File: config.mk
export PLATFORM = sky130hd
export DESIGN_NAME = bgvs_queue
export DESIGN_NICKNAME = d
export VERILOG_FILES = /design/src/sv/bgvs_pkg.sv /design/src/sv/bgvs_queue.sv
export SDC_FILE = /design/constraint.sdc
export NUM_CORES = 1
export LEC_CHECK = 0
export BUFFER_PORTS_ARGS = -buffer_cell sky130_fd_sc_hd__buf_4
export CAP_MARGIN = 20
export CORE_MARGIN = 2
export CORE_UTILIZATION = 40
export DETAILED_ROUTE_END_ITERATION = 8
export MAX_ROUTING_LAYER = met4
export PLACE_DENSITY_LB_ADDON = 0.3
export SLEW_MARGIN = 25
export SYNTH_ARGS = -nofsm -noshare
export SYNTH_HDL_FRONTEND = slang
export SYNTH_SLANG_ARGS = --single-unit
export TNS_END_PERCENT = 10
File: constraint.sdc
create_clock -name clk -period 4.3 [get_ports clk]
set_input_delay 0.645 -clock clk [delete_from_list [all_inputs] [get_ports clk]]
set_output_delay 0.645 -clock clk [all_outputs]
set_load 0.05 [all_outputs]
File: src/sv/bgvs_pkg.sv
// Shared types and constants for the block-growth vector stack.
// No dependencies; every other module of the block imports this package.
`timescale 1ns / 1ps

package bgvs_pkg;

    // Default sizing for the physical store and the items
    localparam int unsigned DEPTH_DEF      = 1024;
    localparam int unsigned ITEM_WIDTH_DEF = 32;

    // Width of counts, capacities, indexes and the two config registers
    localparam int unsigned CNT_W = 11;

    // Reset values of the config registers
    localparam logic [CNT_W-1:0] INIT_CAP_RST   = 11'd16;
    localparam logic [CNT_W-1:0] BLOCK_SIZE_RST = 11'd16;

    // Queue between front and back end
    localparam int unsigned Q_DEPTH = 2;
    localparam int unsigned QP_W    = $clog2(Q_DEPTH);
    localparam int unsigned QF_W    = $clog2(Q_DEPTH + 1);

    // Config register indexes (paddr[2])
    localparam logic REG_INIT_CAP   = 1'b0;
    localparam logic REG_BLOCK_SIZE = 1'b1;

    typedef enum logic [1:0] {
        OP_PUSH  = 2'd0,
        OP_POP   = 2'd1,
        OP_READ  = 2'd2,
        OP_WRITE = 2'd3
    } op_t;

    typedef enum logic [2:0] {
        ST_OK        = 3'd0,
        ST_NULL_ITEM = 3'd1,
        ST_OVERFLOW  = 3'd2,
        ST_NO_MEMORY = 3'd3,
        ST_UNDERFLOW = 3'd4,
        ST_BAD_INDEX = 3'd5
    } status_t;

    // Classified command, as the front end hands it to the back end
    typedef struct packed {
        op_t              op;
        logic [CNT_W-1:0] idx;
        logic             val_null;
        logic             idx_zero;
    } cmd_t;

    // Configuration as seen by the back end
    typedef struct packed {
        logic             init_load;
        logic [CNT_W-1:0] init_cap;
        logic [CNT_W-1:0] block_size;
    } cfg_t;

endpackage

File: src/sv/bgvs_queue.sv
// Short flop-based FIFO decoupling the front end from the back end.
// Depends on bgvs_pkg for the queue depth and pointer widths.
`timescale 1ns / 1ps

module bgvs_queue
    import bgvs_pkg::*;
#(
    parameter int unsigned DATA_W = 8
)
(
    input  logic              clk,
    input  logic              rst_n,
    input  logic              push,
    input  logic [DATA_W-1:0] din,
    input  logic              pop,
    output logic [DATA_W-1:0] dout,
    output logic              empty,
    output logic              full
);

    logic [DATA_W-1:0] data_reg [Q_DEPTH];
    logic [QP_W-1:0]   wptr_reg;
    logic [QP_W-1:0]   wptr_next;
    logic [QP_W-1:0]   rptr_reg;
    logic [QP_W-1:0]   rptr_next;
    logic [QF_W-1:0]   fill_reg;
    logic [QF_W-1:0]   fill_next;
    logic              do_push;
    logic              do_pop;

    assign empty   = (fill_reg == '0);
    assign full    = (fill_reg == QF_W'(Q_DEPTH));
    assign do_push = push && !full;
    assign do_pop  = pop && !empty;
    assign dout    = data_reg[rptr_reg];

    // Advance pointers with wrap and track the fill level
    always_comb
    begin
        wptr_next = wptr_reg;
        rptr_next = rptr_reg;
        fill_next = fill_reg;
        if (do_push)
        begin
            wptr_next = (wptr_reg == QP_W'(Q_DEPTH - 1)) ? '0 : wptr_reg + 1'b1;
        end
        if (do_pop)
        begin
            rptr_next = (rptr_reg == QP_W'(Q_DEPTH - 1)) ? '0 : rptr_reg + 1'b1;
        end
        if (do_push && !do_pop)
        begin
            fill_next = fill_reg + 1'b1;
        end
        else if (do_pop && !do_push)
        begin
            fill_next = fill_reg - 1'b1;
        end
    end

    always_ff @(posedge clk or negedge rst_n)
    begin
        if (!rst_n)
        begin
            wptr_reg <= '0;
            rptr_reg <= '0;
            fill_reg <= '0;
        end
        else
        begin
            wptr_reg <= wptr_next;
            rptr_reg <= rptr_next;
            fill_reg <= fill_next;
        end
    end

    // Store payload on push
    always_ff @(posedge clk)
    begin
        if (do_push)
        begin
            data_reg[wptr_reg] <= din;
        end
    end

endmodule

Yosys cells after proc, flatten, opt, wreduce, memory -nomap -nowiden
Memory sizes are Yosys's and may differ from the RTL's.
Cells that the tools add are included.
{ "totals": {"out_inout_bits": 10, "n_memories": 1, "ff_bits": 4, "ram_bits": 16} }
{ "memory_table": {"columns": ["memory", "depth", "word_bits", "rd", "rd_ports_with_merged_regs", "wr", "line_no", "rtl"], "rows": [
  ["data_reg", 2, 8, 1, 0, 1, "bgvs_queue.sv:21", "logic [DATA_W-1:0] data_reg [Q_DEPTH];"]
]} }
{ "op_classes": {"n_reduce_logical": 10, "n_mux": 6, "n_eq_ne": 1, "add_sub_neg": 4} }
{ "ops": {"columns": ["operator", "n"], "rows": [
  ["$logic_and A1 B1 Y1", 4],
  ["$logic_not A1 Y1", 4],
  ["$mux W1", 4],
  ["$mux W2", 2],
  ["$add A1 B1 Y1 const B", 2],
  ["$add A2 B1 Y2 const B", 1],
  ["$eq A2 B2 Y1 const B", 1],
  ["$logic_not A2 Y1", 1],
  ["$reduce_bool A2 Y1", 1],
  ["$sub A2 B1 Y2 const B", 1]
]} }

Depth between registers and ports, before layout
Gate-level depths: netlist (run 1).
{ "logic_depth": {"depth_word": 7, "ltp_mapped": 7, "depth_no_buf": 7} }

Worst setup path before layout (run 1)
OpenSTA, ideal clock, no wires.
{ "synth_timing": {"kind": "reg-to-output", "startpoint": "register fill_reg[0]", "endpoint": "output empty", "setup_slack_ns": 2.574, "stages_incl_launch_ff": 2, "t_required_ns": 3.655, "t_arrival_ns": 1.081, "n_path_buf": 0, "cell_sequence": "dfrtp_1 nor2_1"} }
{ "synth_between": {"elab_chain_cells": 1} }
{ "synth_lines": {"columns": ["element", "line_no", "rtl"], "rows": [
  ["start: declaration", "bgvs_queue.sv:26", "logic [QF_W-1:0] fill_reg;"],
  ["start signal: assignment", "bgvs_queue.sv:73", "fill_reg <= fill_next;"],
  ["$logic_not A2 Y1", "bgvs_queue.sv:31", "assign empty = (fill_reg == '0);"],
  ["end: declaration", "bgvs_queue.sv:17", "output logic empty,"]
]} }
No other way between the ends.

Worst setup path in the final report (run 1)
{ "layout_timing": {"startpoint": "register rptr_reg", "endpoint": "output dout[7]"} }
{ "layout_between": {"elab_chain_cells": 1} }
{ "layout_lines": {"columns": ["element", "line_no", "rtl"], "rows": [
  ["start: declaration", "bgvs_queue.sv:24", "logic [QP_W-1:0] rptr_reg;"],
  ["start signal: assignment", "bgvs_queue.sv:72", "rptr_reg <= rptr_next;"],
  ["$mem_v2 Z2 W8", null, null],
  ["end: declaration", "bgvs_queue.sv:16", "output logic [DATA_W-1:0] dout,"]
]} }
No other way between the ends.

==> results of run 1 <==
synthesized netlist by cell type, drive strengths merged:
master and count:
xnor2 3, nand2b 1, mux2 8, and3 1
inv 2, nand2 1, xor2 2, o21ai 1
dfrtp 4, edfxtp 16, buf 1, nor2 3
ha 1
cell type report:
type | instances | area [um2] | area share
multi-input combinational | 21 | 181 | 0.179
clock buffer | 3 | 22.5 | 0.0223
tap | 25 | 31.3 | 0.0309
clock inverter | 1 | 30.0 | 0.0297
inverter | 2 | 7.51 | 0.00743
sequential | 20 | 581 | 0.574
timing repair buffer | 21 | 158 | 0.156
where the power goes:
| group | internal [mW] | switching [mW] |
|---|---|---|
| clock | 0.0941 | 0.0532 |
| sequential | 0.271 | 0.0403 |
| combinational | 0.122 | 0.228 |
cell families after synthesis:
kind of cell | synth area share
flops | 0.750
compound gates | 0.00646
fa+ha+maj | 0.0162
buf+inv | 0.0162
xor+xnor | 0.0566
simple gates | 0.0388
mux | 0.116
worst max path at each step:
stage                            startpoint      end  slack (ns)  cells after the start
finish                 rptr_reg$_DFFE_PN0P_  dout[7]        2.21                      2
global route           rptr_reg$_DFFE_PN0P_  dout[1]        2.12                      2
CTS                    rptr_reg$_DFFE_PN0P_  dout[7]        2.17                      2
detailed placement     rptr_reg$_DFFE_PN0P_  dout[7]        2.51                      2
global placement       rptr_reg$_DFFE_PN0P_  dout[6]        2.53                      2
floorplan           fill_reg[0]$_DFFE_PN0P_    empty        2.57                      1
metrics by stage:
stage / area [um2] / worst slack (ns) / cells
after floorplan: 774 / 2.57 / 44
after global placement: 958 / 2.53 / 89
after detailed placement: 958 / 2.51 / 89
after CTS: 1010 / 2.17 / 93
after global routing: 1010 / 2.12 / 93
final: 1010 / 2.21 / 93
cells in the final DEF (no fill, tap or decap):
cell and count:
ha_1 1, xnor2_1 3, dfrtp_1 4, nand2b_1 1, mux2_1 7, o21ai_1 1, mux2_2 1, buf_4 21
xor2_1 2, and3_1 1, bufinv_16 1, nor2_1 3, edfxtp_1 16, inv_1 2, nand2_2 1, clkbuf_4 3
per-layer routing:
layer / GRT usage / up-vias
li1: - / 205
met1: 0.124 / 189
met2: 0.187 / 13
met3: 0.0340 / 0
met4: 0.0324 / 0
met5: - / -
==> results.yml, run 1 <==
placement:
  place_congestion: 0.640
  numPortBuffers: 21
  dp_hpwl_um: 842
cells_and_area:
  fillers: 149
  largest_register_ffs: 16
  drive_above_1_share: 0.397
  layout.nets: 82
  postLayoutCoreUtil: 0.567
  diodes: 0
  area_growth_syn_to_layout_pct: 30.5
synth:
  synth-seq-cells: 20
  yosys_warnings: 0
  synth_cells: 44
  ys_seq_area_frac: 0.750
  synth_top_area_share: 0.620
  yosys-top-cells-area: "edfxtp_1, dfrtp_1, mux2_1, xnor2_1, xor2_1"
  avgSynthCellArea_um2: 17.6
  netlist_area_um2: 774
  synth_nets: 57
  yosysUniqueCellTypes: 14
  synth_top_cell_by_area: "edfxtp_1"
setup_path:
  r2r_end: "data_reg[0][5]$_DFFE_PP_"
  r2r-start: "fill_reg[0]$_DFFE_PN0P_"
  worstSetupStartpointType: "flip-flop"
  path_class: "reg -> out"
  rrSetupSlack_ns: 2.73
  cp_max_fo: 9
  worstPathArrival_ns: 1.45
  cp_cell_sequence: "mux2_2 > buf_4"
  ff2ff_path_depth: 3
  cpPeakStageDelay_ns: 0.59
  slowest_stage: "dfrtp_1"
  required_ns: 3.65
  worst-path-buf-inv: 1
  critPathCaptureType: "output pin"
  cp_top_family: "flip-flops"
global_routing:
  grt_pass1_vias: 390
  grt-ovfl-total: 0
  grt_usage: 0.110
  grt_pass1_wl_um: 1620
  grt_max_degree: 13
  antenna_found_initial: 0
sta:
  period_share: 0.487
  hold_viol: 0
  holdWs_ns: 0.125
  max_freq_ghz: 0.478
  grt_setup_unrepaired: "no"
  tightest_slew_ns: 0.657
  fin_crit_ns: 2.09
  drv_slew: 0
  max-slew-margin-rel: 0.560
  fin_tns_setup_ns: 0
  setup_violations: 0
  fin_skew_ns: 0.00653
detailed_routing:
  routed-wl-met2_um: 585
  wl_met3_um: 49
  top_layer: "met3"
  drt_wl_total_um: 1090
  wl_met1_um: 459
  routedWlPerCell_um: 11.8
  first_iter_violations: 2
  route.detailed.drc: 0
  via_count: 407
  drtPass1Iterations: 2
  antenna_left: 0
  viasPerCell: 4.38
cts:
  cts_tree: "done"
  post-cts-setup-buffer-count: 0
  clock_latency_ns: 0.29
  clk_path_buf_depth: 2
  hold_buffers: 0
  root_buffer: "clkbuf_4"
  cts_made_buffers: 3
  cts_resized: 0
  cts.sinks: 20
  cts-htree-levels: 1
  clkTransAtPathRegs_ns: 0.11
floorplanning:
  ios: 22
  design.core.area_mm2: 0.00178
  die-area_mm2: 0.00230
  die_x_um: 48
  start_util: 0.434
  num_rows: 15
  die_y_um: 48
power:
  leakage_nw: 0.414
  power.total_uw: 808
  vdd_drop_max_v: 0.000473
  powerDensity_mw_per_mm2: 800
run:
  drv_cap: 0
outcome:
  run_status: "completed"
worst_hold_path:
  hold_class: "in -> async"
Note: power is estimated with default switching activity, not from simulation.
==> run 2: changes to the inputs <==
==> constraint.sdc (replaced) <==
create_clock -name clk -period 2.1 [get_ports clk]
set_input_delay 0.315 -clock clk [delete_from_list [all_inputs] [get_ports clk]]
set_output_delay 0.315 -clock clk [all_outputs]
set_load 0.05 [all_outputs]
==> run 2 against run 1 <==
Against the previous run:
- sequential share of layout area rose by 0.50 points
- first-iteration DRC count is 50% higher
- setup slack lost 1.9 ns
- flip-flop and latch count did not move
- clock skew shrank 0.0030 ns
- clock power increased by 22%
- core utilization down 0.49 points
- sequential power rose by 100%
- register-to-register slack worse by 2.1 ns
- critical endpoint is now dout[2]
- largest power group unchanged
==> results.yml, run 2 (same netlist as run 1, synthesis figures left out) <==
cts:
  clk_path_buf_depth: 2
  clkTransAtPathRegs_ns: 0.10
  cts_made_buffers: 3
  cts_tree: "done"
  clock_latency_ns: 0.29
  cts.sinks: 20
  post-cts-setup-buffer-count: 0
  root_buffer: "clkbuf_4"
  cts-htree-levels: 1
setup_path:
  path_class: "reg -> out"
  required_ns: 1.78
  critPathCaptureType: "output pin"
  cp_max_fo: 9
  worstSetupStartpointType: "flip-flop"
  worstPathArrival_ns: 1.47
sta:
  grt_setup_unrepaired: "no"
  max-slew-margin-rel: 0.729
  drv_slew: 0
  fin_ws_ns: 0.319
  fin_crit_ns: 1.78
  period_share: 0.848
  hold_viol: 0
  fin_skew_ns: 0.00354
  tightest_slew_ns: 0.406
  fin_tns_setup_ns: 0
  max_freq_ghz: 0.561
  setup_violations: 0
floorplanning:
  design.core.area_mm2: 0.00178
  die-area_mm2: 0.00230
  num_rows: 15
  die_y_um: 48
  start_util: 0.434
  ios: 22
  die_x_um: 48
global_routing:
  grt_max_degree: 12
  grt_pass1_vias: 396
  antenna_found_initial: 0
  grt_pass1_wl_um: 1640
  grt-ovfl-total: 0
  grt_usage: 0.113
power:
  leakage_nw: 0.410
  powerDensity_mw_per_mm2: 1550
  vdd_drop_max_v: 0.000798
detailed_routing:
  routedWlPerCell_um: 11.7
  drtPass1Iterations: 2
  first_iter_violations: 3
  viasPerCell: 4.49
  drt_wl_total_um: 1110
  via_count: 427
  antenna_left: 0
  route.detailed.drc: 0
cells_and_area:
  diodes: 0
  final_cell_mix: "buf_4, edfxtp_1, mux2_1"
  largest_register_ffs: 16
  final_common_cell: "buf_4"
  area_growth_syn_to_layout_pct: 29.4
  final_cell_area_mm2: 0.00100
  layout.nets: 84
  fillers: 156
  drive_above_1_share: 0.386
  postLayoutCoreUtil: 0.562
placement:
  placed_cell_area_um2: 966
  dp_hpwl_um: 794
  place_congestion: 0.668
  numPortBuffers: 21
  post-place-ws_ns: 0.635
run:
  drv_cap: 0
worst_hold_path:
  hold_class: "in -> reg"
outcome:
  run_status: "completed"
==> run 2: cell count changes in the layout (fill, tap and decap cells not counted) <==
cell / previous run / this run
buf_4: 21 / 22
bufinv_16: 1 / 0
clkbuf_1: 0 / 1
dlygate4sd3_1: 0 / 1
==> run 2: per-stage QoR <==
stage / hold WS [ns] / total power, mW / cells
6_report: 0.197 / 1.55 / 95
2_1_floorplan: 0.0194 / 1.17 / 44
3_3_place_gp: 0.117 / 1.38 / 90
4_1_cts: 0.190 / 1.57 / 95
3_5_place_dp: 0.117 / 1.39 / 90
5_1_grt: 0.177 / 1.63 / 95
==> run 2: report_power, final <==
part,internal [mW],switching (mW)
Clock,0.0739,0.106
Sequential,0.554,0.0818
Combinational,0.260,0.474
Total,0.888,0.662
==> run 2: what timing repair did <==
action | in CTS | in global routing
endpoints found under the setup margin | 0 | 0
hold endpoints to repair | 4 | 0
hold buffers | 1 | 0
gates resized for setup | 0 | 0
==> run 2: layout make-up <==
cell class,count,area (um2),share of cell area
Multi-Input combinational cell,21,181,0.181
Sequential cell,20,581,0.579
Inverter,2,7.51,0.00749
Tap cell,25,31.3,0.0312
Timing Repair Buffer,23,175,0.175
Clock buffer,4,26.3,0.0262
==> run 2: final timing paths <==
path,slack [ns],start,cells past startpoint,endpoint
setup / recovery,0.32,rptr_reg$_DFFE_PN0P_,2,dout[2]
hold / removal,0.20,din[4],1,data_reg[1][4]$_DFFE_PP_
setup reg to reg,0.62,fill_reg[0]$_DFFE_PN0P_,6,fill_reg[1]$_DFFE_PN0P_
hold reg to reg,0.51,wptr_reg$_DFFE_PN0P_,1,wptr_reg$_DFFE_PN0P_
max in group asynchronous,1.64,rst_n,2,rptr_reg$_DFFE_PN0P_
min in group asynchronous,0.36,rst_n,2,fill_reg[1]$_DFFE_PN0P_
==> run 2: routing by layer <==
metal | global-route usage | vias up | part of all wire
li1 | - | 208 | -
met1 | 0.140 | 202 | 0.46
met2 | 0.163 | 15 | 0.47
met3 | 0.0340 | 2 | 0.054
met4 | 0.0649 | 0 | 0.018
met5 | - | - | 0
==> run 2: critical path: stages (launching register included) <==
cell and delay (ns):
dfrtp_1 0.60, mux2_1 0.38, buf_4 0.20
==> run 3: changes to the inputs <==
--- a/config.mk
+++ b/config.mk
@@ -5,6 +5,7 @@
 export SDC_FILE = /design/constraint.sdc
 export NUM_CORES = 1
 export LEC_CHECK = 0
+export ABC_AREA = 1
 export BUFFER_PORTS_ARGS = -buffer_cell sky130_fd_sc_hd__buf_4
 export CAP_MARGIN = 20
 export CORE_MARGIN = 2
==> constraint.sdc (replaced) <==
create_clock -name clk -period 1.7 [get_ports clk]
set_input_delay 0.255 -clock clk [delete_from_list [all_inputs] [get_ports clk]]
set_output_delay 0.255 -clock clk [all_outputs]
set_load 0.05 [all_outputs]
==> run 3 against run 2 <==
Against the previous run:
- synthesized area is 7.1% higher
- wire length is 18% higher
- sequential power is 23% higher
- synthesized cell count is 66% higher
- via count is 34% higher
- core utilization is 1.7 points lower
- flip-flop and latch count stayed put
- worst hold slack worse by 0.051 ns
- critical path depth is 2 higher
- highest routed layer unchanged
- first-iteration DRC count is 33% higher
==> results.yml, run 3 <==
detailed_routing:
  drtPass1Iterations: 4
  antenna_left: 0
  routedWlPerCell_um: 10.3
  first_iter_violations: 4
  route.detailed.drc: 0
  via_count: 573
  drt_wl_total_um: 1310
  viasPerCell: 4.51
cells_and_area:
  final_common_cell: "nand2_1"
  layout.nets: 114
  final_cell_mix: "nand2_1, buf_4, edfxtp_1"
  largest_register_ffs: 16
  area_growth_syn_to_layout_pct: 28.8
  diodes: 0
  drive_above_1_share: 0.330
sta:
  period_share: 0.925
  fin_crit_ns: 1.57
  setup_violations: 0
  max-slew-margin-rel: 0.783
  grt_setup_unrepaired: "no"
  holdWs_ns: 0.146
  max_freq_ghz: 0.636
  hold_viol: 0
  drv_slew: 0
  fin_tns_setup_ns: 0
  tightest_slew_ns: 0.325
  fin_skew_ns: 0.00167
synth:
  synth_cells: 73
  synth_top_cell_by_area: "edfxtp_1"
  avgSynthCellArea_um2: 11.4
  yosys-top-cells-area: "edfxtp_1, nand2_1, dfrtp_1, inv_1, nand3b_4"
  synth-seq-cells: 20
  synth_top_area_share: 0.579
  postSynth.asyncResetShare: 0.200
  synth_edf_count: 16
  synth_most_common_cell: "nand2_1"
  synthFlopType: "edfxtp_1"
  ys_top_cells_by_count: "nand2_1, edfxtp_1, inv_1"
  synth_nets: 86
  ys_seq_area_frac: 0.700
  yosysUniqueCellTypes: 16
  yosys_warnings: 0
  netlist_area_um2: 830
cts:
  cts_tree: "done"
  cts-htree-levels: 1
  post-cts-setup-buffer-count: 0
  clkTransAtPathRegs_ns: 0.10
  root_buffer: "clkbuf_4"
  cts_made_buffers: 3
  clock_latency_ns: 0.28
  cts.sinks: 20
  clk_path_buf_depth: 2
setup_path:
  path_class: "reg -> out"
  cp_top_family: "flip-flops"
  rrSetupSlack_ns: 0.26
  required_ns: 1.44
  cpPeakStageDelay_ns: 0.50
  slowest_stage: "dfrtp_2"
  worstSetupStartpointType: "flip-flop"
  worstPathArrival_ns: 1.32
  crit_path_frequent_cell: "nand2_1"
  cp_max_fo: 10
  worst-path-buf-inv: 2
  cp_cell_sequence: "inv_2 > nand2_1 > nand2_1 > buf_4"
  critPathCaptureType: "output pin"
floorplanning:
  design.core.area_mm2: 0.00196
  ios: 22
  start_util: 0.423
  die-area_mm2: 0.00245
  die_y_um: 49.5
  die_x_um: 49.5
  num_rows: 16
power:
  swShare: 0.472
  powerDensity_mw_per_mm2: 1960
  vdd_drop_max_v: 0.000935
  p_switching_uw: 988
  power.total_mw: 2.09
  leakage_nw: 0.503
  intPower_mw: 1.10
  pwr-share-seq: 0.374
  combPwrFrac: 0.523
  pwr-share-clk: 0.103
placement:
  place_congestion: 0.754
  numPortBuffers: 21
  dp_hpwl_um: 963
global_routing:
  antenna_found_initial: 0
  grt_max_degree: 12
  grt-ovfl-total: 0
  grt_pass1_wl_um: 2230
  grt_usage: 0.128
  grt_pass1_vias: 526
run:
  drv_cap: 0
outcome:
  run_status: "completed"
worst_hold_path:
  hold_class: "in -> reg"
==> run 3: path summary, 6_finish.rpt <==
path | from | endpoint | cells after the start
worst max-delay path | rptr_reg$_DFFE_PN0P_ | dout[3] | 4
worst min-delay path | din[5] | data_reg[0][5]$_DFFE_PP_ | 1
worst max register to register | fill_reg[0]$_DFFE_PN0P_ | fill_reg[1]$_DFFE_PN0P_ | 7
worst min register to register | wptr_reg$_DFFE_PN0P_ | wptr_reg$_DFFE_PN0P_ | 2
max in group asynchronous | rst_n | rptr_reg$_DFFE_PN0P_ | 2
min in group asynchronous | rst_n | fill_reg[0]$_DFFE_PN0P_ | 2
==> run 3: stage by stage <==
stage                     cells  cell area, um2   util  setup WS [ns]
after floorplan              73             830      -         0.0195
after global placement      122            1030  0.526          0.362
after detailed placement    122            1030  0.526          0.290
after CTS                   127            1070  0.544         0.0410
after global routing        127            1070  0.545        0.00411
final                       127            1070  0.545          0.128
==> run 3: kinds of logic after synthesis <==
kind of cell	synth area share
AO/OA/AOI/OAI	0.0121
buffers and inverters	0.0422
adder cells (fa/ha/maj)	0.0151
XOR/XNOR	0.0106
AND/OR/NAND/NOR	0.220
flip-flops	0.700
==> run 3: layer usage <==
metal  vias up  GRT usage  wire length (um)
met4         0     0.0694                21
met2        14      0.191               639
li1        291          -                 -
met5         -          -                 0
met3         2     0.0303                71
met1       266      0.160               577
==> run 3: layout make-up <==
type                       instances  area [um2]
clock buffer                       3        22.5
sequential                        20         582
fill                             174         893
clock inverter                     1        3.75
timing repair buffer              24         183
multi-input combinational         44         214
tap                               27        33.8
inverter                           8        30.0
==> run 3: what timing repair did <==
item | in CTS | in global routing
resized for setup | 0 | 1
endpoints found under the setup margin | 0 | 8
hold buffers | 1 | 0
endpoints found under the hold margin | 4 | 0
==> run 3: worst reg2reg max path: cells and delay by family (launching register included) <==
kind | cells | cell delay (ns)
buf+inv | 1 | 0.08
simple gates | 5 | 0.47
fa+ha+maj | 1 | 0.32
flops | 1 | 0.47
==> run 3: power groups by stage <==
stage          Sequential [mW]  Clock (mW)  Combinational (mW)
5_1_grt                  0.804       0.248                1.18
6_report                 0.783       0.215                1.09
3_3_place_gp             0.784           0                1.08
3_5_place_dp             0.789           0                1.10
2_1_floorplan            0.742           0               0.824
4_1_cts                  0.779       0.220                1.10
