**src/sv/bgvs_pkg.sv**
```systemverilog
// Shared types and constants for the block-growth vector stack.
// No dependencies; every other module of the block imports this package.
`timescale 1ns / 1ps

package bgvs_pkg;

    // Default sizing for the physical store and the items
    localparam int unsigned DEPTH_DEF      = 1024;
    localparam int unsigned ITEM_WIDTH_DEF = 32;

    // Width of counts, capacities, indexes and the two config registers
    localparam int unsigned CNT_W = 11;

    // Reset values of the config registers
    localparam logic [CNT_W-1:0] INIT_CAP_RST   = 11'd16;
    localparam logic [CNT_W-1:0] BLOCK_SIZE_RST = 11'd16;

    // Queue between front and back end
    localparam int unsigned Q_DEPTH = 2;
    localparam int unsigned QP_W    = $clog2(Q_DEPTH);
    localparam int unsigned QF_W    = $clog2(Q_DEPTH + 1);

    // Config register indexes (paddr[2])
    localparam logic REG_INIT_CAP   = 1'b0;
    localparam logic REG_BLOCK_SIZE = 1'b1;

    typedef enum logic [1:0] {
        OP_PUSH  = 2'd0,
        OP_POP   = 2'd1,
        OP_READ  = 2'd2,
        OP_WRITE = 2'd3
    } op_t;

    typedef enum logic [2:0] {
        ST_OK        = 3'd0,
        ST_NULL_ITEM = 3'd1,
        ST_OVERFLOW  = 3'd2,
        ST_NO_MEMORY = 3'd3,
        ST_UNDERFLOW = 3'd4,
        ST_BAD_INDEX = 3'd5
    } status_t;

    // Classified command, as the front end hands it to the back end
    typedef struct packed {
        op_t              op;
        logic [CNT_W-1:0] idx;
        logic             val_null;
        logic             idx_zero;
    } cmd_t;

    // Configuration as seen by the back end
    typedef struct packed {
        logic             init_load;
        logic [CNT_W-1:0] init_cap;
        logic [CNT_W-1:0] block_size;
    } cfg_t;

endpackage

```
**src/sv/bgvs_front.sv**
```systemverilog
// Front end: takes commands off the start/busy port and classifies them.
// Depends on bgvs_pkg for the command type; feeds bgvs_queue.
`timescale 1ns / 1ps

module bgvs_front
    import bgvs_pkg::*;
#(
    parameter int unsigned ITEM_WIDTH = ITEM_WIDTH_DEF
)
(
    input  logic                  start,
    input  logic [1:0]            op,
    input  logic [CNT_W-1:0]      index,
    input  logic [ITEM_WIDTH-1:0] value,
    input  logic                  queue_full,
    output logic                  busy,
    output logic                  push,
    output cmd_t                  push_cmd,
    output logic [ITEM_WIDTH-1:0] push_value
);

    // Hold off new commands only while the queue is full
    assign busy = queue_full;
    assign push = start && !queue_full;

    // Classify: decode op, flag a null item and a zero index
    always_comb
    begin
        push_cmd.op       = op_t'(op);
        push_cmd.idx      = index;
        push_cmd.val_null = (value == '0);
        push_cmd.idx_zero = (index == '0);
    end

    assign push_value = value;

endmodule

```
**config.mk**
```make
export PLATFORM = sky130hd
export DESIGN_NAME = bgvs_front
export DESIGN_NICKNAME = d
export VERILOG_FILES = /design/src/sv/bgvs_pkg.sv /design/src/sv/bgvs_front.sv
export SDC_FILE = /design/constraint.sdc
export NUM_CORES = 1
export LEC_CHECK = 0
export BUFFER_PORTS_ARGS = -buffer_cell sky130_fd_sc_hd__buf_2
export CAP_MARGIN = 0
export CORE_MARGIN = 3
export CORE_UTILIZATION = 23
export DETAILED_ROUTE_END_ITERATION = 6
export PLACE_DENSITY = 0.82
export SYNTH_ARGS = -nofsm -noshare
export SYNTH_HDL_FRONTEND = slang
export SYNTH_SLANG_ARGS = --single-unit
```
**constraint.sdc**
```tcl
create_clock -name vclk -period 0.8
set_input_delay 0.12 -clock vclk [all_inputs]
set_output_delay 0.12 -clock vclk [all_outputs]
set_load 0.02 [all_outputs]
```
* Word level (Yosys, flattened, before mapping) *
Cells that the tools add are included.

storage, ports and cells
  register bits = 0
  word-level logic and storage cells = 4

cells by class
  reductions and logical operators = 4

operator list
  cell               number
  32-bit zero test   1
  11-bit zero test   1
  1-bit logical AND  1
  1-bit zero test    1

* Logic depth before layout (Yosys ltp) *
Gate-level depths: netlist (run 1).

  word-level depth = 2
  gate-level depth with buffers = 3
  gate-level depth less buffers = 3

* Worst setup path after synthesis (run 1) *
OpenSTA, ideal clock, no wires.

  path kind = input port to output port
  from = in index[2]
  to = out push_cmd[0] (netlist name)
  arrival time = 0.848 ns
  required time = 0.680 ns
  slack = -0.168 ns
  stages = 3
  buffers on the path = 0
  cells stage by stage = nor4_1 nand2_1 nor4_2

RTL lines
  item             RTL line          RTL
  start, declared  bgvs_front.sv:13  input logic [CNT_W-1:0] index,
  end, declared    bgvs_front.sv:18  output cmd_t push_cmd,

==> results of run 1 <==
-- worst min-delay path by stage --
stage / to / cells after the start
finish: push_cmd[14] / 0
global route: push_cmd[14] / 0
CTS: push_cmd[14] / 0
detailed placement: push_cmd[14] / 0
global placement: push_cmd[14] / 0
floorplan: push_cmd[0] / 1
-- cell usage in the layout, fill, tap and decap left out --
cell type / netlist / routed
buf_2: 0 / 79
buf_6: 0 / 11
nor4_4: 0 / 8
nor4_2: 1 / 2
nand4_1: 2 / 2
nor2b_1: 1 / 1
nor4_1: 10 / 1
nor2_4: 0 / 1
nand2_2: 0 / 1
buf_8: 0 / 1
buf_4: 46 / 1
-- area by class of cell --
cell class | count | area share
Multi-Input combinational cell | 16 | 0.2932
Timing Repair Buffer | 92 | 0.6682
Tap cell | 25 | 0.03858
-- Yosys cell counts --
library cell,n
buf_4,46
nand2_1,1
nand4_1,2
nor2_1,1
nor2b_1,1
nor4_1,10
nor4_2,1
-- where the power goes --
part           switching [mW]  internal, mW  total, mW
clock network               0             0          0
logic                   0.302         0.215      0.517
registers                   0             0          0
total                   0.302         0.215      0.517
-- layer usage --
| layer | share of wire | up-vias |
|---|---|---|
| met1 | 0.31 | 245 |
| li1 | - | 260 |
| met5 | 0 | - |
| met4 | 0 | 0 |
| met3 | 0.093 | 0 |
| met2 | 0.60 | 38 |
-- worst max-delay path: cells and delay by family --
kind          cells  cell delay [ns]
simple gates      3             0.58
buf+inv           2             0.22
-- stage by stage --
stage	std cells	hold slack, ns
floorplan	62	0.2770
global placement	133	0.2402
detailed placement	133	0.2402
CTS	133	0.2402
global route	133	0.2400
finish	133	0.2400
-- what timing repair did --
item / in CTS / in global routing
endpoints found under the setup margin: 2 / 2
gates resized for setup: 21 / 9
gates cloned: 0 / 0
pin swaps: 8 / 7
hold endpoints to repair: 0 / 0
-- cell families after synthesis --
kind of cell,Yosys count
buf+inv,46
simple gates,16
==> results by stage, run 1 <==
Min path:
- The type of the worst min-delay path is in -> out.
- The hold path startpoint is op[1].

GRT:
- In the global route stage, met1 resource usage came out at 0.1111.
- For this run the aggregate overflow at the end of global routing stands at 0.
- The first-pass GRT wire length is 2504 µm.
- The via count of the first global-routing pass is about 550.
- For this run, the total global-route usage over all layers was measured as 0.1219.
- For this run, global-route usage on met3 was measured as 0.02719.
- The initial antenna violation count is 0.
- Entering global routing, the biggest net connects 3 pins.
- The layer with the highest usage is met2.
- The global routing met2 resource utilization is 0.2674.

Critical path:
- The most critical setup path has its startpoint at value[10].
- Data on the critical path arrives at its endpoint at ~0.93 ns.
- The kind of start point of the critical path is an input port.
- Traced cell by cell, the critical path runs through buf_6 -> nor4_4 -> nand4_1 -> nor2_4 -> buf_6.
- The critical path endpoint is push_cmd[1].
- The data required time at the worst endpoint is about 0.68 ns.
- The delay contributed by the slowest stage of the critical path is ~0.26 ns.
- The critical-path cell with the highest stage delay is nor4_4.
- The category of the worst setup path capture point is an output port.
- The cell that appears most often on the critical path is buf_6.
- The critical path is of the in -> out type.
- The highest fanout seen on the critical path is 2.

Synth:
- The compound-cell area share of the yosys netlist came to 0.
- Of the post-synthesis cell area, the part taken by muxes is 0.
- Dividing the synthesized area by the synthesized cell count gives 7.204 µm².
- In the post-synthesis netlist, the biggest area contributors are buf_4 (77%), nor4_1 (14%), nand4_1 (2.8%), nor4_2 (2.8%), nor2b_1 (1.4%).
- The adder and majority cell fraction of the synthesized area is 0.
- After synthesis the cells add up to around 450 µm².
- Of the post-synthesis cell area, the dominant cell type holds 0.7731.
- The register area share after synthesis is 0.
- The cell type with the largest total area after synthesis is buf_4.
- The area share of xor/xnor cells in the synthesized design is 0.
- Yosys mapped the design onto 7 distinct sky130hd cell types.
- The post-synthesis share of cell area spent on and, or, nand and nor gates is 0.2269.
- The post-synthesis net count is approximately 110.
- The gate count after technology mapping is between 60 and 70.
- The total of warnings raised by yosys is 0.
- The dominant combinational cell family by area after synthesis is buffers and inverters.

Placed design:
- The number of I/O port buffers is between 90 and 100.
- The detailed placement HPWL is approximately 1500 µm.
- Summing all placed instances gives a cell area of around 660 µm².
- The final estimated routing congestion in global placement is 0.5405.
- Prior to clock tree synthesis, the placed netlist has a worst setup slack of -0.3806 ns.

STA:
- The actual transition at the worst max-transition pin is about 0.23 ns.
- The setup TNS after final layout is -0.4714 ns.
- The final count of pins violating max slew was 0.
- In the finished design, the share of the clock period the worst path needs comes to 1.308.
- Derived from the worst setup path, the maximum achievable clock frequency is between 900 and 1000 MHz.
- The minimum setup slack in the final design is -0.2460 ns.
- Setup violations remaining at the end of the flow were counted as 2.
- The final count of hold timing violations is 0.
- The routed design could run at a clock period as short as 1.046 ns.
- Setup repair after global routing could not meet its margin everywhere.
- The headroom to the max-slew limit is 0.8467.

Detailed routing:
- The routed layout has between 500 and 600 vias.
- The average via count per standard cell is between 4 and 5.
- The antenna violation net count after detailed routing is 0.
- The remaining design rule violation count is 0.
- For this block, the initial DRC count from the detailed router was 3.
- Dividing the detail-routed wire length by the instance count gives roughly 13 µm.
- The first detailed-routing pass ran for 2 iterations.
- After detailed routing, the total wire length is approximately 1800 µm.

Final layout:
- The number of diodes is 0.
- The sequential cells in the finished layout cover a total of 0 µm².
- The post-route cell area is approximately 810 µm².
- The fraction of the core area covered by cells at the end of the flow is 0.4547.
- The net count reported at finish is ~160.
- In the finished design the tool counted flip-flops and latches totalling 0.
- In the final layout, the multi-input gates occupy between 200 and 250 µm².
- The fill cell instance count of the final layout is between 150 and 200.
- The proportion of layout cells with a drive suffix above 1 is 0.9630.
- The layout has 0 clock buffers.
- The area overhead of the layout relative to synthesis is 81.51%.

Floorplan:
- The die is between 50 and 60 µm tall.
- The die extent in x is roughly 50 µm.
- The number of core rows is 15.
- The boundary pin count is 96.
- The initial core utilization is 0.2505.
- The floorplan step defined a core boundary enclosing ~1800 µm².
- The die covers approximately 2500 µm².

Clock tree:
- The buffers inserted during post-CTS setup optimization is 0.
- In this run, post-CTS hold repair placed 0 buffers.

Pwr:
- The total power is ~520 µW.
- The leakage power of the design is between 0.4 and 0.5 nW.
- VDD sags by at most 0.0003375 V.
- The total power per unit cell area is roughly 640 nW/µm².

Status:
- The checks that failed: negative setup slack.
- The run finished, with violations left.

Job:
- Max-cap violations in this run came to 0.
No activity file was read; power rests on OpenSTA's default activity.
==> run 2, diff against run 1 <==
--- a/config.mk
+++ b/config.mk
@@ -11,6 +11,7 @@
 export CORE_UTILIZATION = 23
 export DETAILED_ROUTE_END_ITERATION = 6
 export PLACE_DENSITY = 0.82
+export RECOVER_POWER = 25
 export SYNTH_ARGS = -nofsm -noshare
 export SYNTH_HDL_FRONTEND = slang
 export SYNTH_SLANG_ARGS = --single-unit
==> run 2 against run 1 <==
The run still ends with negative setup slack left. Cell count unchanged. Combinational power about the same. Final area down 0.31%. Routed wire length up 0.17%. Die area unchanged. Global-route usage unchanged. Sequential share of layout area unchanged. Fmax about the same. Non-clock buffer count unchanged. Via count unchanged. Hold slack unchanged. Critical path type unchanged. Largest power group unchanged.
==> results by stage, run 2 (same netlist as run 1, synthesis figures left out) <==
Status:
- Run status: finished with violations (unchanged).
- Failing checks: negative setup slack (unchanged).

STA:
- The setup-violating endpoint count in the final report was 2 (unchanged).
- The final count of hold timing violations came to 0 (unchanged).
- The minimum setup slack in the final design is -0.2460 ns (about the same).
- The headroom to the max-slew limit is 0.8253 (was 0.8467).
- The final count of pins violating max slew came to 0 (unchanged).
- The actual transition at the worst max-transition pin is 0.2632 ns (was 0.2281 ns).
- The final worst-path cycle share was 1.308 (about the same).
- The clock period minus final worst setup slack is 1.046 ns (about the same).
- Unrepaired setup endpoints after global routing: yes (unchanged).
- The timing-limited maximum frequency is 956.0 MHz (about the same).
- The setup TNS after final layout is -0.4714 ns (about the same).

Final layout:
- The most frequent standard cell in the layout excluding fill and tap cells is buf_2 (unchanged).
- The clock tree buffer count of the final layout is 0 (unchanged).
- The number of diodes is 0 (unchanged).
- The combined flip-flop and latch cell area is 0 µm² (unchanged).
- The area overhead of the layout relative to synthesis was 80.95% (was 81.51%).
- Commonest cells after routing, fill and taps aside: buf_2 (77), buf_6 (11), nor4_4 (8) (was buf_2 (79), buf_6 (11), nor4_4 (8)).
- The post-route cell area is 808.3 µm² (was 810.8 µm²).
- The sequential cell count of the final layout was 0 (unchanged).
- The net count reported at finish is 157 (unchanged).
- The proportion of layout cells with a drive suffix above 1 is 0.9444 (was 0.9630).

Pwr:
- The internal power is 213.7 µW (was 215.2 µW).
- The net switching power is 302.3 µW (was 302.0 µW).
- The sequential share of power is 0 (about the same).
- The total power per unit cell area is 638.4 nW/µm² (was 637.9 nW/µm²).
- The fraction of power spent switching nets was 0.5859 (was 0.5840).
- The combinational power share is 1.000 (about the same).
- The proportion of power drawn by the clock network is 0 (about the same).
- The leakage power of the design is 0.4122 nW (was 0.4177 nW).
- The total power is 516.0 µW (was 517.2 µW).
- The worst supply voltage drop on vdd came to 0.0003358 V (was 0.0003375 V).

Detailed routing:
- The remaining design rule violation count was 0 (unchanged).
- The routed wire length is 1754 µm (was 1751 µm).
- The iteration-0 DRC count of the detailed router is 3 (unchanged).
- The wire length per cell after detailed routing was 13.19 µm (was 13.17 µm).
- The antenna violation net count after detailed routing is 0 (unchanged).
- The total number of vias is 543 (unchanged).
- The number of detailed-routing iterations run before antenna repair is 2 (unchanged).
- The average via count per standard cell is 4.083 (unchanged).

GRT:
- The initial antenna violation count is 0 (unchanged).
- The via count of the first global-routing pass was 554 (unchanged).
- The first-pass GRT wire length is 2504 µm (unchanged).
- The pin count of the biggest net entering global routing was 3 (unchanged).
- The total track usage is 0.1219 (unchanged).
- The global route total overflow is 0 (unchanged).

Critical path:
- The data required time at the worst endpoint is 0.68 ns (about the same).
- The data arrival time of the worst path is 0.93 ns (about the same).
- The delay contributed by the slowest stage of the critical path was 0.26 ns (about the same).
- The top cell family by delay on the critical path was simple AND/OR/NAND/NOR gates (unchanged).
- Cell-by-cell listing of the critical path: buf_6 -> nor4_4 -> nand4_1 -> nor2_4 -> buf_6 (unchanged).
- The critical-path cell with the highest stage delay is nor4_4 (unchanged).
- The kind of critical path is in -> out (unchanged).
- The sum of buffers and inverters on the critical path came to 2 (unchanged).
- The category of the worst setup path capture point was an output port (unchanged).
- The highest fanout seen on the critical path was 2 (unchanged).
- The library cell appearing most often on the critical path is buf_6 (unchanged).
- The kind of start point of the critical path is an input port (unchanged).

Floorplan:
- The number of core rows is 15 (unchanged).
- The initial core utilization is 0.2505 (unchanged).
- The die extent in x is 50.07 µm (unchanged).
- The core region area came to 1783 µm² (unchanged).
- The die extent in y is 50.07 µm (unchanged).
- The boundary pin count is 96 (unchanged).
- The die area came to 2507 µm² (unchanged).

Placed design:
- The detailed placement HPWL is 1492 µm (unchanged).
- The final estimated routing congestion in global placement is 0.5405 (unchanged).
- The number of I/O port buffers is 92 (unchanged).
- The post-placement cell area is 660.6 µm² (unchanged).

Clock tree:
- The buffers inserted during post-CTS setup optimization is 0 (unchanged).

Min path:
- The type of the worst min-delay path is in -> out (unchanged).

Job:
- The number of violations of the max-capacitance limit is 0 (unchanged).
## run 2: changes by cell type in the layout (fill, tap and decap cells not counted), sizes merged
| cell | before | now |
|---|---|---|
| buf | 92 | 90 |
| clkbuf | 0 | 2 |
## run 2: layout make-up
cell class / instances / area (µm²)
fill: 182 / 974.7
timing repair buffer: 92 / 539.3
multi-input combinational: 16 / 237.7
tap: 25 / 31.28
## run 2: what timing repair did
action                     4_1_cts  5_1_grt
pin swaps                        8        7
hold buffers                     0        0
setup endpoints to repair        2        2
gates resized for setup         21        9
## run 2: through the flow
step	cells	utilization	hold WS [ns]	setup slack, ns
finish	133	0.4533	0.2400	-0.2460
global route	133	0.4533	0.2400	-0.3240
CTS	133	0.4358	0.2402	-0.2675
detailed placement	133	0.3705	0.2402	-0.3806
global placement	133	0.3705	0.2402	-0.3640
floorplan	62	-	0.2770	-0.07532
## run 2: power groups by stage
stage               combinational (mW)  sequential [mW]  clock (mW)
floorplan                        0.358                0           0
global placement                 0.442                0           0
detailed placement               0.447                0           0
CTS                              0.500                0           0
global route                     0.546                0           0
finish                           0.516                0           0
## run 2: final timing paths
kind	slack, ns	cells after the start	endpoint	start
max	-0.25	5	push_cmd[1]	value[10]
min	0.24	0	push_cmd[14]	op[1]
## run 2: layer usage
| metal | share of wire | up-vias | track usage | wire length (µm) |
|---|---|---|---|---|
| met5 | 0 | - | 0 | 0 |
| met4 | 0 | 0 | 0.009217 | 0 |
| met3 | 0.092 | 0 | 0.02719 | 162 |
| met2 | 0.60 | 38 | 0.2674 | 1047 |
| met1 | 0.31 | 245 | 0.1111 | 545 |
| li1 | - | 260 | - | - |
==> run 3, diff against run 2 <==
--- a/config.mk
+++ b/config.mk
@@ -11,7 +11,7 @@
 export CORE_UTILIZATION = 23
 export DETAILED_ROUTE_END_ITERATION = 6
 export PLACE_DENSITY = 0.82
-export RECOVER_POWER = 25
+export RECOVER_POWER = 100
 export SYNTH_ARGS = -nofsm -noshare
 export SYNTH_HDL_FRONTEND = slang
 export SYNTH_SLANG_ARGS = --single-unit
==> constraint.sdc (replaced) <==
create_clock -name vclk -period 0.8
set_input_delay 0.12 -clock vclk [all_inputs]
set_output_delay 0.12 -clock vclk [all_outputs]
set_load 0.01 [all_outputs]
==> run 3 against run 2 <==
The flow still finishes with violations (negative setup slack). Hold slack barely moved. First-iteration DRC count fell by 100%. Fmax rose by 3.7%. Routed wire length fell by 7.3%. Critical endpoint unchanged. Largest power group unchanged.
==> results by stage, run 3 (same netlist as run 1, synthesis figures left out) <==
Critical path:
- The highest fanout seen on the critical path is 2 (unchanged).
- The kind of start point of the critical path is an input port (unchanged).
- The data required time at the worst endpoint was 0.68 ns (about the same).
- The data arrival time of the worst path is 0.89 ns (was 0.93 ns).
- The category of the worst setup path capture point is an output port (unchanged).
- The kind of critical path is in -> out (unchanged).

STA:
- The final count of hold timing violations came to 0 (unchanged).
- The minimum setup slack in the final design came to -0.2092 ns (was -0.2460 ns).
- The timing-limited maximum frequency is 990.9 MHz (was 956.0 MHz).
- The final count of pins violating max slew is 0 (unchanged).
- The actual transition at the worst max-transition pin came to 0.2048 ns (was 0.2632 ns).
- The setup TNS after final layout is -0.4172 ns (was -0.4714 ns).
- The headroom to the max-slew limit is 0.8624 (was 0.8253).
- The final worst-path cycle share is 1.261 (was 1.308).
- The clock period minus final worst setup slack came to 1.009 ns (was 1.046 ns).
- Unrepaired setup endpoints after global routing: yes (unchanged).
- The setup-violating endpoint count in the final report is 2 (unchanged).

Final layout:
- The combined flip-flop and latch cell area is 0 µm² (unchanged).
- The net count reported at finish is 165 (was 157).
- The proportion of layout cells with a drive suffix above 1 was 0.5776 (was 0.9444).
- The clock tree buffer count of the final layout is 0 (unchanged).
- The area overhead of the layout relative to synthesis is 77.31% (was 80.95%).
- The fill cell instance count of the final layout is 196 (was 182).
- The most frequent standard cell in the layout excluding fill and tap cells is clkbuf_1 (was buf_2).
- The number of diodes is 0 (unchanged).
- The sequential cell count of the final layout was 0 (unchanged).
- The post-route cell area is 792.0 µm² (was 808.3 µm²).
- Commonest cells after routing, fill and taps aside: clkbuf_1 (44), buf_2 (38), buf_6 (8), buf_4 (8), nor4_4 (7) (was buf_2 (77), buf_6 (11), nor4_4 (8)).

GRT:
- The total track usage is 0.1057 (was 0.1219).
- The via count of the first global-routing pass is 527 (was 554).
- The first-pass GRT wire length is 2104 µm (was 2504 µm).
- The pin count of the biggest net entering global routing was 3 (unchanged).
- The initial antenna violation count is 0 (unchanged).
- The global route total overflow came to 0 (unchanged).

Min path:
- The sink of the worst hold path is push_cmd[14] (unchanged).
- The type of the worst min-delay path is in -> out (unchanged).
- The hold path startpoint was op[1] (unchanged).
- The worst hold path depth was 0 (unchanged).

Detailed routing:
- The remaining design rule violation count is 0 (unchanged).
- The wire length per cell after detailed routing is 11.53 µm (was 13.19 µm).
- The routed wire length is 1626 µm (was 1754 µm).
- The number of detailed-routing iterations run before antenna repair is 1 (was 2).
- The antenna violation net count after detailed routing is 0 (unchanged).
- The average via count per standard cell came to 4.170 (was 4.083).
- The iteration-0 DRC count of the detailed router is 0 (was 3).
- The total number of vias came to 588 (was 543).

Status:
- Failing checks: negative setup slack (unchanged).
- Run status: finished with violations (unchanged).

Clock tree:
- The number of hold-repair buffers added at the cts stage is 0 (unchanged).

Job:
- The number of violations of the max-capacitance limit is 0 (unchanged).

Floorplan:
- The die extent in y is 50.07 µm (unchanged).
- The core region area was 1783 µm² (unchanged).
- The number of core rows is 15 (unchanged).
- The initial core utilization is 0.2505 (unchanged).
- The die extent in x is 50.07 µm (unchanged).
- The die area is 2507 µm² (unchanged).
- The boundary pin count is 96 (unchanged).

Placed design:
- The final estimated routing congestion in global placement was 0.7125 (was 0.5405).
- The detailed placement HPWL is 1358 µm (was 1492 µm).
- The post-placement cell area is 654.4 µm² (was 660.6 µm²).
- The number of I/O port buffers is 92 (unchanged).

Pwr:
- The worst supply voltage drop on vdd is 0.0002050 V (was 0.0003358 V).
- The leakage power of the design is 0.3308 nW (was 0.4122 nW).
- The total power per unit cell area is 528.5 nW/µm² (was 638.4 nW/µm²).
[run 3: cell count changes in the layout (fill, tap and decap cells not counted), moves of 2 or more]
cell	delta
clkbuf_1	+42
buf_2	-39
buf_4	+7
buf_6	-3
nor4_2	+2
[run 3: stage by stage]
stage          total power, mW  hold slack, ns  utilization  setup slack [ns]  std cells
2_1_floorplan           0.2503          0.2663            -           0.01125         62
3_3_place_gp            0.3514          0.2401       0.3670           -0.4504        140
3_5_place_dp            0.3544          0.2401       0.3670           -0.4521        140
4_1_cts                 0.3987          0.2401       0.4189           -0.2898        140
5_1_grt                 0.4510          0.2400       0.4442           -0.3223        141
6_report                0.4186          0.2400       0.4442           -0.2092        141
[run 3: repair_timing]
item | in CTS | in global routing
pin swaps | 5 | 6
endpoints found under the setup margin | 2 | 2
setup buffers | 0 | 1
gates resized for setup | 15 | 16
cloned | 0 | 0
hold endpoints to repair | 0 | 0
[run 3: worst max-delay path by stage]
stage                     startpoint          end  slack (ns)  cells after the start
final                      value[11]  push_cmd[1]       -0.21                      5
after global routing       value[15]  push_cmd[1]       -0.32                      5
after CTS                  value[17]  push_cmd[1]       -0.29                      5
after detailed placement    value[8]  push_cmd[1]       -0.45                      5
after global placement      value[8]  push_cmd[1]       -0.45                      5
after floorplan            value[26]  push_cmd[1]        0.01                      3
[run 3: area by class of cell]
cell class,instances,area (µm²),share of cell area
Multi-Input combinational cell,16,225.2,0.2844
Timing Repair Buffer,100,535.5,0.6761
Tap cell,25,31.28,0.03949
[run 3: metal layers]
| metal | part of all wire | GRT usage | vias up |
|---|---|---|---|
| met2 | 0.55 | 0.2522 | 64 |
| li1 | - | - | 277 |
| met1 | 0.27 | 0.08602 | 247 |
| met3 | 0.17 | 0.01813 | 0 |
| met4 | 0 | 0 | 0 |
| met5 | 0 | 0 | - |
[run 3: power breakdown]
part | leakage, nW | switching, mW | internal, mW
sequential | 0 | 0 | 0
clock | 0 | 0 | 0
combinational | 0.331 | 0.214 | 0.205
[run 3: critical path, cell delays in order]
cell and delay [ns]:
buf_2 0.11, nor4_2 0.26, nand4_1 0.14, nor2_1 0.12
buf_2 0.14
